--- config.mk ---
export PLATFORM = sky130hd
export DESIGN_NAME = filled_ellipse_span_generator_unit_flat
export DESIGN_NICKNAME = d
export VERILOG_FILES = /design/src/rtl/fesg_pkg.sv /design/src/rtl/fesg_if.sv /design/src/rtl/filled_ellipse_span_generator_unit.sv /design/src/rtl/fesg_csr.sv /design/src/rtl/fesg_ctrl.sv /design/src/rtl/fesg_datapath.sv /design/src/flat_wrapper.sv
export SDC_FILE = /design/constraint.sdc
export NUM_CORES = 1
export LEC_CHECK = 0
export BUFFER_PORTS_ARGS = -buffer_cell sky130_fd_sc_hd__buf_2
export CAP_MARGIN = 20
export CELL_PAD_IN_SITES_DETAIL_PLACEMENT = 1
export CELL_PAD_IN_SITES_GLOBAL_PLACEMENT = 1
export CORE_MARGIN = 3
export CORE_UTILIZATION = 48
export DETAILED_ROUTE_END_ITERATION = 10
export PLACE_DENSITY_LB_ADDON = 0.1
export SLEW_MARGIN = 20
export SYNTH_ARGS = -nofsm -noshare
export SYNTH_HDL_FRONTEND = slang
export SYNTH_SLANG_ARGS = --single-unit
--- constraint.sdc ---
create_clock -name clock -period 6.3 [get_ports clock]
set_input_delay 0.63 -clock clock [delete_from_list [all_inputs] [get_ports clock]]
set_output_delay 0.63 -clock clock [all_outputs]
set_load 0.05 [all_outputs]
--- src/rtl/fesg_pkg.sv ---
`timescale 1ns / 1ps

package fesg_pkg;

   localparam int CX_W     = 11;
   localparam int RAD_W    = 5;
   localparam int SQ_W     = 10;
   localparam int PROD_W   = 20;
   localparam int ROW_W    = 12;
   localparam int COL_W    = 10;
   localparam int COLOUR_W = 8;
   localparam int DY_W     = 7;
   localparam int CLIP_W   = 13;
   localparam int STEP_W   = 5;

   localparam logic [STEP_W-1:0] DIV_LAST  = 5'd19;
   localparam logic [STEP_W-1:0] ROOT_LAST = 5'd9;
   localparam logic [PROD_W-1:0] ROOT_TOP  = 20'h40000;

   localparam logic CSR_IDX_WIDTH  = 1'b0;
   localparam logic CSR_IDX_HEIGHT = 1'b1;

   localparam logic [COL_W-1:0] WIDTH_RESET  = 10'd320;
   localparam logic [COL_W-1:0] HEIGHT_RESET = 10'd240;

   typedef enum logic [2:0] {
      ST_IDLE,
      ST_REM,
      ST_PROD,
      ST_DIV,
      ST_ROOT_LOAD,
      ST_ROOT,
      ST_EMIT
   } state_type;

   typedef struct packed {
      logic take;
      logic rem;
      logic prod;
      logic div_step;
      logic root_load;
      logic root_step;
      logic emit;
      logic next_row;
   } cmd_type;

   typedef struct packed {
      logic req_valid;
      logic req_zero;
      logic last_row;
      logic out_free;
   } status_type;

endpackage

--- src/rtl/fesg_if.sv ---
`timescale 1ns / 1ps

interface fesg_req_if;
   logic                                valid;
   logic                                ready;
   logic signed [fesg_pkg::CX_W-1:0]    mid_x;
   logic signed [fesg_pkg::CX_W-1:0]    mid_y;
   logic [fesg_pkg::RAD_W-1:0]          semi_x;
   logic [fesg_pkg::RAD_W-1:0]          semi_y;
   logic [fesg_pkg::COLOUR_W-1:0]       fill_colour;

   modport source (output valid, mid_x, mid_y, semi_x, semi_y, fill_colour,
                   input ready);
   modport sink (input valid, mid_x, mid_y, semi_x, semi_y, fill_colour,
                 output ready);
endinterface

interface fesg_rsp_if;
   logic                                valid;
   logic                                ready;
   logic signed [fesg_pkg::ROW_W-1:0]   span_row;
   logic [fesg_pkg::COL_W-1:0]          span_left;
   logic [fesg_pkg::COL_W-1:0]          span_right;
   logic                                span_visible;
   logic [fesg_pkg::COLOUR_W-1:0]       span_colour;
   logic                                span_last;

   modport source (output valid, span_row, span_left, span_right, span_visible,
                   span_colour, span_last, input ready);
   modport sink (input valid, span_row, span_left, span_right, span_visible,
                 span_colour, span_last, output ready);
endinterface

--- src/rtl/filled_ellipse_span_generator_unit.sv ---
`timescale 1ns / 1ps

// Filled ellipse span generator.
// req_ch takes one fill command per beat (centre, radii, colour); rsp_ch
// returns its spans in row order, top to bottom, the final one with
// span_last set. A command with a zero radius gives one single-pixel span.
// Each span is worked out by a squared-term update, one 10x10 multiply, a
// 20-step restoring divider, a root setup step, a 10-step bit-serial square
// root and the write into the output register, in that order, all sharing
// one datapath. A command of 2*ry+1 rows keeps the sequencer busy until
// the last of its spans has been written into the output register.
// A new command is accepted only once the last span of the previous one
// sits in the output register. When rsp_ch stalls, that register holds its
// span and the sequencer waits before writing the next one, so no work is
// lost. Reset returns the sequencer to idle, empties the output register
// and sets the surface to 320 x 240. The surface registers sit on the APB
// port at 0x0 (width) and 0x4 (height); write them only while idle.
module filled_ellipse_span_generator_unit #(
   parameter int MAX_RADIUS  = 31,
   parameter int COORD_LIMIT = 1023
) (
   input  logic         clock,
   input  logic         reset,
   fesg_req_if.sink     req_ch,
   fesg_rsp_if.source   rsp_ch,
   input  logic         psel,
   input  logic         penable,
   input  logic         pwrite,
   input  logic [2:0]   paddr,
   input  logic [31:0]  pwdata,
   output logic [31:0]  prdata,
   output logic         pready
);

   fesg_pkg::cmd_type             cmd;
   fesg_pkg::status_type          status;
   logic [fesg_pkg::COL_W-1:0]    surface_width;
   logic [fesg_pkg::COL_W-1:0]    surface_height;

   fesg_csr u_csr (
      .clock          (clock),
      .reset          (reset),
      .psel           (psel),
      .penable        (penable),
      .pwrite         (pwrite),
      .paddr          (paddr),
      .pwdata         (pwdata),
      .prdata         (prdata),
      .pready         (pready),
      .surface_width  (surface_width),
      .surface_height (surface_height)
   );

   fesg_ctrl u_ctrl (
      .clock  (clock),
      .reset  (reset),
      .status (status),
      .cmd    (cmd)
   );

   fesg_datapath #(
      .MAX_RADIUS  (MAX_RADIUS),
      .COORD_LIMIT (COORD_LIMIT)
   ) u_datapath (
      .clock          (clock),
      .reset          (reset),
      .req_ch         (req_ch),
      .rsp_ch         (rsp_ch),
      .cmd            (cmd),
      .status         (status),
      .surface_width  (surface_width),
      .surface_height (surface_height)
   );

endmodule

--- src/rtl/fesg_csr.sv ---
`timescale 1ns / 1ps

module fesg_csr (
   input  logic                        clock,
   input  logic                        reset,
   input  logic                        psel,
   input  logic                        penable,
   input  logic                        pwrite,
   input  logic [2:0]                  paddr,
   input  logic [31:0]                 pwdata,
   output logic [31:0]                 prdata,
   output logic                        pready,
   output logic [fesg_pkg::COL_W-1:0]  surface_width,
   output logic [fesg_pkg::COL_W-1:0]  surface_height
);

   logic [fesg_pkg::COL_W-1:0] width_ff, width_in;
   logic [fesg_pkg::COL_W-1:0] height_ff, height_in;
   logic                       wr;

   assign wr     = psel && penable && pwrite;
   assign pready = 1'b1;

   always_comb begin
      width_in  = width_ff;
      height_in = height_ff;
      if (wr) begin
         case (paddr[2])
            fesg_pkg::CSR_IDX_WIDTH:  width_in  = pwdata[fesg_pkg::COL_W-1:0];
            fesg_pkg::CSR_IDX_HEIGHT: height_in = pwdata[fesg_pkg::COL_W-1:0];
            default: ;
         endcase
      end
   end

   always_ff @(posedge clock) begin
      if (reset) begin
         width_ff  <= fesg_pkg::WIDTH_RESET;
         height_ff <= fesg_pkg::HEIGHT_RESET;
      end else begin
         width_ff  <= width_in;
         height_ff <= height_in;
      end
   end

   always_comb begin
      case (paddr[2])
         fesg_pkg::CSR_IDX_WIDTH:  prdata = {22'd0, width_ff};
         fesg_pkg::CSR_IDX_HEIGHT: prdata = {22'd0, height_ff};
         default:                  prdata = 32'd0;
      endcase
   end

   assign surface_width  = width_ff;
   assign surface_height = height_ff;

endmodule

--- src/rtl/fesg_ctrl.sv ---
`timescale 1ns / 1ps

module fesg_ctrl (
   input  logic                   clock,
   input  logic                   reset,
   input  fesg_pkg::status_type   status,
   output fesg_pkg::cmd_type      cmd
);

   fesg_pkg::state_type             state_ff, state_in;
   logic [fesg_pkg::STEP_W-1:0]     cnt_ff, cnt_in;

   always_comb begin
      state_in = state_ff;
      case (state_ff)
         fesg_pkg::ST_IDLE: begin
            if (status.req_valid) begin
               state_in = status.req_zero ? fesg_pkg::ST_EMIT : fesg_pkg::ST_REM;
            end
         end
         fesg_pkg::ST_REM:  state_in = fesg_pkg::ST_PROD;
         fesg_pkg::ST_PROD: state_in = fesg_pkg::ST_DIV;
         fesg_pkg::ST_DIV: begin
            if (cnt_ff == fesg_pkg::DIV_LAST) state_in = fesg_pkg::ST_ROOT_LOAD;
         end
         fesg_pkg::ST_ROOT_LOAD: state_in = fesg_pkg::ST_ROOT;
         fesg_pkg::ST_ROOT: begin
            if (cnt_ff == fesg_pkg::ROOT_LAST) state_in = fesg_pkg::ST_EMIT;
         end
         fesg_pkg::ST_EMIT: begin
            if (status.out_free) begin
               state_in = status.last_row ? fesg_pkg::ST_IDLE : fesg_pkg::ST_REM;
            end
         end
         default: state_in = fesg_pkg::ST_IDLE;
      endcase
   end

   // step counter restarts whenever the current loop state is left
   always_comb begin
      cnt_in = '0;
      if ((state_ff == fesg_pkg::ST_DIV || state_ff == fesg_pkg::ST_ROOT) &&
          state_in == state_ff) begin
         cnt_in = cnt_ff + 1'b1;
      end
   end

   always_ff @(posedge clock) begin
      if (reset) begin
         state_ff <= fesg_pkg::ST_IDLE;
         cnt_ff   <= '0;
      end else begin
         state_ff <= state_in;
         cnt_ff   <= cnt_in;
      end
   end

   always_comb begin
      cmd           = '0;
      cmd.take      = (state_ff == fesg_pkg::ST_IDLE);
      cmd.rem       = (state_ff == fesg_pkg::ST_REM);
      cmd.prod      = (state_ff == fesg_pkg::ST_PROD);
      cmd.div_step  = (state_ff == fesg_pkg::ST_DIV);
      cmd.root_load = (state_ff == fesg_pkg::ST_ROOT_LOAD);
      cmd.root_step = (state_ff == fesg_pkg::ST_ROOT);
      cmd.emit      = (state_ff == fesg_pkg::ST_EMIT) && status.out_free;
      cmd.next_row  = (state_ff == fesg_pkg::ST_EMIT) && status.out_free &&
                      !status.last_row;
   end

endmodule

--- src/rtl/fesg_datapath.sv ---
`timescale 1ns / 1ps

module fesg_datapath #(
   parameter int MAX_RADIUS  = 31,
   parameter int COORD_LIMIT = 1023
) (
   input  logic                        clock,
   input  logic                        reset,
   fesg_req_if.sink                    req_ch,
   fesg_rsp_if.source                  rsp_ch,
   input  fesg_pkg::cmd_type           cmd,
   output fesg_pkg::status_type        status,
   input  logic [fesg_pkg::COL_W-1:0]  surface_width,
   input  logic [fesg_pkg::COL_W-1:0]  surface_height
);

   localparam int CW = fesg_pkg::CLIP_W;

   logic signed [fesg_pkg::CX_W-1:0]  cx_ff, cx_in, cy_ff, cy_in;
   logic [fesg_pkg::COLOUR_W-1:0]     colour_ff, colour_in;
   logic [fesg_pkg::RAD_W-1:0]        ry_ff, ry_in;
   logic [fesg_pkg::SQ_W-1:0]         rx2_ff, rx2_in, ry2_ff, ry2_in;
   logic signed [fesg_pkg::DY_W-1:0]  dy_ff, dy_in;
   logic [fesg_pkg::SQ_W-1:0]         rem_ff, rem_in;
   logic [fesg_pkg::SQ_W-1:0]         part_ff, part_in;
   logic [fesg_pkg::PROD_W-1:0]       quot_ff, quot_in;
   logic [fesg_pkg::PROD_W-1:0]       val_ff, val_in, res_ff, res_in, bit_ff, bit_in;

   logic                              vld_ff, vld_in;
   logic signed [fesg_pkg::ROW_W-1:0] row_ff, row_in;
   logic [fesg_pkg::COL_W-1:0]        left_ff, left_in, right_ff, right_in;
   logic                              vis_ff, vis_in, last_ff, last_in;
   logic [fesg_pkg::COLOUR_W-1:0]     ocol_ff, ocol_in;

   logic                              load;
   logic [fesg_pkg::RAD_W-1:0]        rx_sat, ry_sat;
   logic signed [fesg_pkg::DY_W-1:0]  ady;
   logic [fesg_pkg::SQ_W-1:0]         ady_sq;
   logic [fesg_pkg::SQ_W:0]           trial, diff;
   logic                              div_ge;
   logic [fesg_pkg::PROD_W:0]         root_sum;
   logic                              root_ge;
   logic                              last_row;

   logic signed [fesg_pkg::ROW_W-1:0] row;
   logic signed [CW-1:0]              row_c, cx_c, half_c, x0, x1, lft, rgt;
   logic signed [CW-1:0]              w_raw, h_raw, w_c, h_c, lim_c;
   logic                              vis;

   assign load = cmd.take && req_ch.valid;
   assign req_ch.ready = cmd.take;

   assign rx_sat = (req_ch.semi_x > fesg_pkg::RAD_W'(MAX_RADIUS)) ?
                   fesg_pkg::RAD_W'(MAX_RADIUS) : req_ch.semi_x;
   assign ry_sat = (req_ch.semi_y > fesg_pkg::RAD_W'(MAX_RADIUS)) ?
                   fesg_pkg::RAD_W'(MAX_RADIUS) : req_ch.semi_y;

   assign ady    = (dy_ff < 0) ? -dy_ff : dy_ff;
   assign ady_sq = {5'd0, ady[fesg_pkg::RAD_W-1:0]} * {5'd0, ady[fesg_pkg::RAD_W-1:0]};

   // restoring division, one quotient bit a step
   assign trial  = {part_ff, quot_ff[fesg_pkg::PROD_W-1]};
   assign div_ge = trial >= {1'b0, ry2_ff};
   assign diff   = trial - {1'b0, ry2_ff};

   assign root_sum = {1'b0, res_ff} + {1'b0, bit_ff};
   assign root_ge  = {1'b0, val_ff} >= root_sum;

   assign last_row = (dy_ff == $signed({2'b00, ry_ff}));

   always_comb begin
      cx_in     = cx_ff;
      cy_in     = cy_ff;
      colour_in = colour_ff;
      ry_in     = ry_ff;
      rx2_in    = rx2_ff;
      ry2_in    = ry2_ff;
      dy_in     = dy_ff;
      rem_in    = rem_ff;
      part_in   = part_ff;
      quot_in   = quot_ff;
      val_in    = val_ff;
      res_in    = res_ff;
      bit_in    = bit_ff;
      if (load) begin
         cx_in     = req_ch.mid_x;
         cy_in     = req_ch.mid_y;
         colour_in = req_ch.fill_colour;
         rx2_in    = {5'd0, rx_sat} * {5'd0, rx_sat};
         ry2_in    = {5'd0, ry_sat} * {5'd0, ry_sat};
         // zero radius collapses to one pixel: ry forced to zero, half stays zero
         if (rx_sat == '0 || ry_sat == '0) begin
            ry_in = '0;
            dy_in = '0;
         end else begin
            ry_in = ry_sat;
            dy_in = -$signed({2'b00, ry_sat});
         end
         res_in = '0;
      end
      if (cmd.rem) begin
         rem_in = ry2_ff - ady_sq;
      end
      if (cmd.prod) begin
         quot_in = {10'd0, rem_ff} * {10'd0, rx2_ff};
         part_in = '0;
      end
      if (cmd.div_step) begin
         part_in = div_ge ? diff[fesg_pkg::SQ_W-1:0] : trial[fesg_pkg::SQ_W-1:0];
         quot_in = {quot_ff[fesg_pkg::PROD_W-2:0], div_ge};
      end
      if (cmd.root_load) begin
         val_in = quot_ff;
         res_in = '0;
         bit_in = fesg_pkg::ROOT_TOP;
      end
      if (cmd.root_step) begin
         if (root_ge) begin
            val_in = val_ff - root_sum[fesg_pkg::PROD_W-1:0];
            res_in = (res_ff >> 1) + bit_ff;
         end else begin
            res_in = res_ff >> 1;
         end
         bit_in = bit_ff >> 2;
      end
      if (cmd.next_row) begin
         dy_in = dy_ff + fesg_pkg::DY_W'(1);
      end
   end

   // clipping against the surface
   assign row    = $signed({cy_ff[fesg_pkg::CX_W-1], cy_ff}) +
                   $signed({{5{dy_ff[fesg_pkg::DY_W-1]}}, dy_ff});
   assign row_c  = $signed({row[fesg_pkg::ROW_W-1], row});
   assign cx_c   = $signed({{2{cx_ff[fesg_pkg::CX_W-1]}}, cx_ff});
   assign half_c = $signed({3'd0, res_ff[fesg_pkg::SQ_W-1:0]});
   assign x0     = cx_c - half_c;
   assign x1     = cx_c + half_c;
   assign lim_c  = CW'(COORD_LIMIT);
   assign w_raw  = $signed({3'd0, surface_width});
   assign h_raw  = $signed({3'd0, surface_height});
   assign w_c    = (w_raw < lim_c) ? w_raw : lim_c;
   assign h_c    = (h_raw < lim_c) ? h_raw : lim_c;
   assign lft    = (x0 < 0) ? '0 : x0;
   assign rgt    = (x1 > w_c - CW'(1)) ? w_c - CW'(1) : x1;
   assign vis    = (row_c >= 0) && (row_c < h_c) && (lft <= rgt);

   always_comb begin
      vld_in   = vld_ff;
      row_in   = row_ff;
      left_in  = left_ff;
      right_in = right_ff;
      vis_in   = vis_ff;
      last_in  = last_ff;
      ocol_in  = ocol_ff;
      if (rsp_ch.ready) begin
         vld_in = 1'b0;
      end
      if (cmd.emit) begin
         vld_in   = 1'b1;
         row_in   = row;
         left_in  = vis ? lft[fesg_pkg::COL_W-1:0] : '0;
         right_in = vis ? rgt[fesg_pkg::COL_W-1:0] : '0;
         vis_in   = vis;
         last_in  = last_row;
         ocol_in  = colour_ff;
      end
   end

   always_ff @(posedge clock) begin
      if (reset) begin
         vld_ff <= 1'b0;
      end else begin
         vld_ff <= vld_in;
      end
   end

   always_ff @(posedge clock) begin
      cx_ff     <= cx_in;
      cy_ff     <= cy_in;
      colour_ff <= colour_in;
      ry_ff     <= ry_in;
      rx2_ff    <= rx2_in;
      ry2_ff    <= ry2_in;
      dy_ff     <= dy_in;
      rem_ff    <= rem_in;
      part_ff   <= part_in;
      quot_ff   <= quot_in;
      val_ff    <= val_in;
      res_ff    <= res_in;
      bit_ff    <= bit_in;
      row_ff    <= row_in;
      left_ff   <= left_in;
      right_ff  <= right_in;
      vis_ff    <= vis_in;
      last_ff   <= last_in;
      ocol_ff   <= ocol_in;
   end

   assign rsp_ch.valid        = vld_ff;
   assign rsp_ch.span_row     = row_ff;
   assign rsp_ch.span_left    = left_ff;
   assign rsp_ch.span_right   = right_ff;
   assign rsp_ch.span_visible = vis_ff;
   assign rsp_ch.span_colour  = ocol_ff;
   assign rsp_ch.span_last    = last_ff;

   always_comb begin
      status           = '0;
      status.req_valid = req_ch.valid;
      status.req_zero  = (rx_sat == '0) || (ry_sat == '0);
      status.last_row  = last_row;
      status.out_free  = !vld_ff || rsp_ch.ready;
   end

endmodule
--- src/flat_wrapper.sv ---
// flat-port wrapper written by rule: the top's interface ports become plain ports
module filled_ellipse_span_generator_unit_flat 
#(
   parameter int MAX_RADIUS  = 31,
   parameter int COORD_LIMIT = 1023
)
  (clock, reset, psel, penable, pwrite, paddr, pwdata, prdata, pready, req_ch_valid, req_ch_mid_x, req_ch_mid_y, req_ch_semi_x, req_ch_semi_y, req_ch_fill_colour, req_ch_ready, rsp_ch_valid, rsp_ch_span_row, rsp_ch_span_left, rsp_ch_span_right, rsp_ch_span_visible, rsp_ch_span_colour, rsp_ch_span_last, rsp_ch_ready);
  fesg_req_if req_ch_i ();
  fesg_rsp_if rsp_ch_i ();
  input  logic clock;
  input  logic reset;
  input  logic psel;
  input  logic penable;
  input  logic pwrite;
  input  logic [2:0] paddr;
  input  logic [31:0] pwdata;
  output logic [31:0] prdata;
  output logic pready;
  input wire logic [$bits(req_ch_i.valid)-1:0] req_ch_valid;
  input wire logic [$bits(req_ch_i.mid_x)-1:0] req_ch_mid_x;
  input wire logic [$bits(req_ch_i.mid_y)-1:0] req_ch_mid_y;
  input wire logic [$bits(req_ch_i.semi_x)-1:0] req_ch_semi_x;
  input wire logic [$bits(req_ch_i.semi_y)-1:0] req_ch_semi_y;
  input wire logic [$bits(req_ch_i.fill_colour)-1:0] req_ch_fill_colour;
  output wire logic [$bits(req_ch_i.ready)-1:0] req_ch_ready;
  output wire logic [$bits(rsp_ch_i.valid)-1:0] rsp_ch_valid;
  output wire logic [$bits(rsp_ch_i.span_row)-1:0] rsp_ch_span_row;
  output wire logic [$bits(rsp_ch_i.span_left)-1:0] rsp_ch_span_left;
  output wire logic [$bits(rsp_ch_i.span_right)-1:0] rsp_ch_span_right;
  output wire logic [$bits(rsp_ch_i.span_visible)-1:0] rsp_ch_span_visible;
  output wire logic [$bits(rsp_ch_i.span_colour)-1:0] rsp_ch_span_colour;
  output wire logic [$bits(rsp_ch_i.span_last)-1:0] rsp_ch_span_last;
  input wire logic [$bits(rsp_ch_i.ready)-1:0] rsp_ch_ready;
  assign req_ch_i.valid = req_ch_valid;
  assign req_ch_i.mid_x = req_ch_mid_x;
  assign req_ch_i.mid_y = req_ch_mid_y;
  assign req_ch_i.semi_x = req_ch_semi_x;
  assign req_ch_i.semi_y = req_ch_semi_y;
  assign req_ch_i.fill_colour = req_ch_fill_colour;
  assign req_ch_ready = req_ch_i.ready;
  assign rsp_ch_valid = rsp_ch_i.valid;
  assign rsp_ch_span_row = rsp_ch_i.span_row;
  assign rsp_ch_span_left = rsp_ch_i.span_left;
  assign rsp_ch_span_right = rsp_ch_i.span_right;
  assign rsp_ch_span_visible = rsp_ch_i.span_visible;
  assign rsp_ch_span_colour = rsp_ch_i.span_colour;
  assign rsp_ch_span_last = rsp_ch_i.span_last;
  assign rsp_ch_i.ready = rsp_ch_ready;
  filled_ellipse_span_generator_unit #(.MAX_RADIUS(MAX_RADIUS), .COORD_LIMIT(COORD_LIMIT)) u_core (.clock(clock), .reset(reset), .req_ch(req_ch_i), .rsp_ch(rsp_ch_i), .psel(psel), .penable(penable), .pwrite(pwrite), .paddr(paddr), .pwdata(pwdata), .prdata(prdata), .pready(pready));
endmodule
==> summary.md <==
| Metric | Value |
|---|---|
| First-pass GRT wire length | `77300 um` |
| Main synth FF type | `edfxtp_1` |
| CTS tree | `yes` |
| CP max FO | `11` |
| GPL Wtd Cong | `0.837` |
| Clock skew | `14.3 ps` |
| Slowest stage cell, crit path | `edfxtp_1` |
| CTS buffer count | `28` |
| Overall routed net length | `46400 um` |
| Hold Crit Endpoint | `u_core.u_datapath.cy_ff[7]` |
| Routed Antenna Nets | `0` |
| Min-delay src | `req_ch_mid_y[7]` |
| Critical setup path kind | `register to register` |
| Max Cap Viol | `0` |
| Reg2Reg Setup Slack | `470 ps` |
| Iter 0 DRT Violations | `575` |
| WL per Instance | `18.4 um` |
| Leakage | `8.82 nW` |
| Max frequency | `0.171 GHz` |
| Final setup margin | `465 ps` |
| Clk slew on worst S/H paths | `60 ps` |
| Arrival @ worst endpoint | `6260 ps` |
| CP startpoint kind | `register` |
| CP cell instances | `inv_1 -> ha_1 -> o21bai_1 -> a221oi_2 -> o211ai_1 -> mux2_2 -> a2111oi_4 -> ha_1 -> nand4_1 -> nor2_1 -> a21oi_1 -> a21oi_1 -> a211oi_4 -> nand2_1 -> o21ai_1 -> ha_1 -> a21o_1 -> a211o_1 -> a2111oi_2 -> o21ai_0 -> o31a_1 -> or3_1 -> inv_2 -> and4b_1` |
| Area contributors post-synth | `edfxtp_1, ha_1, fa_1, dfxtp_1, xnor2_1` |
| Most common cell in the netlist | `ha_1` |
| Vias in the first global route | `14994` |
| GR Overflow Total | `0` |
| DRC viols | `0` |
| Worst R2R Start | `u_core.u_datapath.res_ff[2]` |
| Netlist Area Pre-Place | `18300 um2` |
| Die area | `40400 um2` |
| Post-synthesis cell count | `1884` |
| All-Layer GR Usage | `22.9%` |
| Diodes inserted | `0` |
| CTS sink cnt | `221` |
| Seq cells post-synth | `221` |
| Hold crit path type | `primary input to register` |
| Initial Utilization | `49.3%` |
| Post-DP HPWL | `36000 um` |
| Max VDD drop | `0.383 mV` |
| Largest net degree at the start of global routing | `44` |
| Port-buffer cells | `111` |
| Ys Warns | `0` |
| Filler cells | `4230` |
| Top cell by count, worst path | `ha_1` |
| Status | `completed` |
| Fraction of layout cells with a size suffix above 1 | `11.1%` |
| Final instance area | `20300 um2` |
| Core area | `37000 um2` |
| Fin crit period | `5830 ps` |
| Worst EP required | `6730 ps` |
| Final Max Tran Viols | `0` |
| Clock root buffer master | `clkbuf_16` |
| TritonRoute pass-1 iters | `4` |
| Placed cell area | `19300 um2` |
| Clk_lat worst skew | `570 ps` |
| Post-synthesis sequential area ratio | `33.6%` |
| Async SR Flop Fraction | `0%` |
| Via Count | `13812` |
| Critical Path Max Stage Delay | `420 ps` |
| Hold Path Depth | `1` |
| Vias per inst | `5.48` |
| R2R Path End | `u_core.u_datapath.rsp_ch.span_left[9]` |
| Most common library cells after synthesis | `ha_1, edfxtp_1, nand2_1, inv_1, nor2_1` |
| Fin crit share | `92.6%` |
| Max-slew headroom | `35.1%` |
| Pre-CTS worst setup slack | `157 ps` |
| Avg Cell Area, Syn | `9.69 um2` |
| Worst setup EP type | `register` |
| Number of H-tree levels | `1` |
| Layout area overhead | `11.2%` |
| Worst hold slack | `237 ps` |
| R2R cell count | `24` |
| Die width | `201 um` |
| Antenna violations before repair | `0` |
| Final nets | `2373` |
| Post-synth EDFFs | `171` |
| Area share of the largest cell type after synthesis | `28.1%` |
| Synth unique cells | `72` |
| PD cells | `520 nW/um2` |
| Rows | `70` |
| Final Hold Fails | `0` |
| Die height | `201 um` |
| Clock buffer depth | `3` |
| Endpoints failing setup | `0` |
| Cell taking the most area after synthesis | `edfxtp_1` |
| Top Ports | `159` |
| Worst-Margin Slew | `971 ps` |
[stage by stage]
stage / power, mW / util [%] / std cells / TNS [ps]
floorplan: 7.41 / - / 1907 / 0
global route: 11.7 / 54.8 / 2519 / -7.34
detailed placement: 8.91 / 52.2 / 2464 / 0
global placement: 8.65 / 52.2 / 2464 / 0
finish: 10.6 / 54.8 / 2519 / 0
CTS: 10.7 / 54.7 / 2516 / 0
[how the worst max path moves through the flow]
stage                                      startpoint                                    end  slack, ps
after global routing      u_core.u_datapath.res_ff[2]  u_core.u_datapath.rsp_ch.span_left[9]         -7
after global placement    u_core.u_datapath.res_ff[0]  u_core.u_datapath.rsp_ch.span_left[9]        260
final                     u_core.u_datapath.res_ff[2]  u_core.u_datapath.rsp_ch.span_left[9]        470
after CTS                 u_core.u_datapath.res_ff[0]  u_core.u_datapath.rsp_ch.span_left[9]        120
after detailed placement  u_core.u_datapath.res_ff[0]  u_core.u_datapath.rsp_ch.span_left[9]        160
after floorplan           u_core.u_datapath.res_ff[1]  u_core.u_datapath.rsp_ch.span_left[7]        550
[where the power goes]
| part | internal, mW | total (mW) | leakage [nW] | switching, mW |
|---|---|---|---|---|
| clock network | 0.967 | 1.61 | 0.464 | 0.644 |
| logic | 2.93 | 6.62 | 6.36 | 3.69 |
| registers | 2.09 | 2.33 | 1.99 | 0.247 |
| total | 5.98 | 10.6 | 8.82 | 4.58 |
[cells by family (layout without fill, tap and decap cells)]
kind of cell | count (synthesis) | in the layout | synth area share (%)
multiplexers | 55 | 55 | 3.10
flip-flops | 221 | 221 | 33.6
AND/OR/NAND/NOR | 576 | 576 | 15.7
AO/OA/AOI/OAI | 355 | 355 | 12.2
buffers and inverters | 245 | 353 | 5.58
XOR/XNOR | 132 | 132 | 6.33
adder cells (fa/ha/maj) | 298 | 298 | 23.5
other | 2 | 25 | 0.0411
[cells in the final DEF, fill, tap and decap left out, drive strengths merged, types with 22 or more instances in the layout]
cell      n
and2     88
buf     134
a21oi   110
o21ai    86
nor2b    30
nor2    129
fa       74
conb     25
xor2     47
mux2i    42
dfxtp    50
nand2   168
clkbuf   42
nand4    22
xnor2    85
edfxtp  171
inv     168
a31oi    22
ha      224
nor3     37
[worst max-delay path, delay by kind of cell, from the launching register on]
family	cells	cell delay (ps)
AOI/OAI and AO/OA	13	2960
adders and majority gates	3	970
and+or+nand+nor	5	820
DFF	1	420
muxes	1	320
buffers and inverters	2	200
[metal layers]
| metal | share of wire [%] | GRT usage, % | up-vias |
|---|---|---|---|
| li1 | - | - | 6763 |
| met1 | 45 | 29.2 | 6839 |
| met2 | 50 | 41.8 | 149 |
| met3 | 2.5 | 2.68 | 61 |
| met4 | 2.3 | 4.97 | 0 |
| met5 | 0 | 0 | - |
[state kept, by name, summed over array words and instances (netlist names), 11 cells and up]
name	cells
u_core.u_datapath.res_ff	20
u_core.u_datapath.val_ff	20
u_core.u_datapath.cx_ff	11
u_core.u_datapath.rsp_ch.span_row	12
u_core.u_datapath.cy_ff	11
u_core.u_datapath.quot_ff	20
[layout make-up]
type                    instances  area (um2)  share of cell area [%]
clock buffers                  42         846                    4.16
repair buffers                134         728                    3.59
well taps                     504         631                    3.10
inverters                     167         627                    3.09
flip-flops and latches        221        6140                    30.2
clock inverters                10        88.8                   0.437
multi-input cells            1441       11300                    55.4
[timing repair]
item | in CTS | in global routing
resized for setup | 0 | 9
hold buffers | 0 | 0
setup buffers | 0 | 3
endpoints found under the setup margin | 0 | 21
Note: power is estimated with default switching activity, not from simulation.
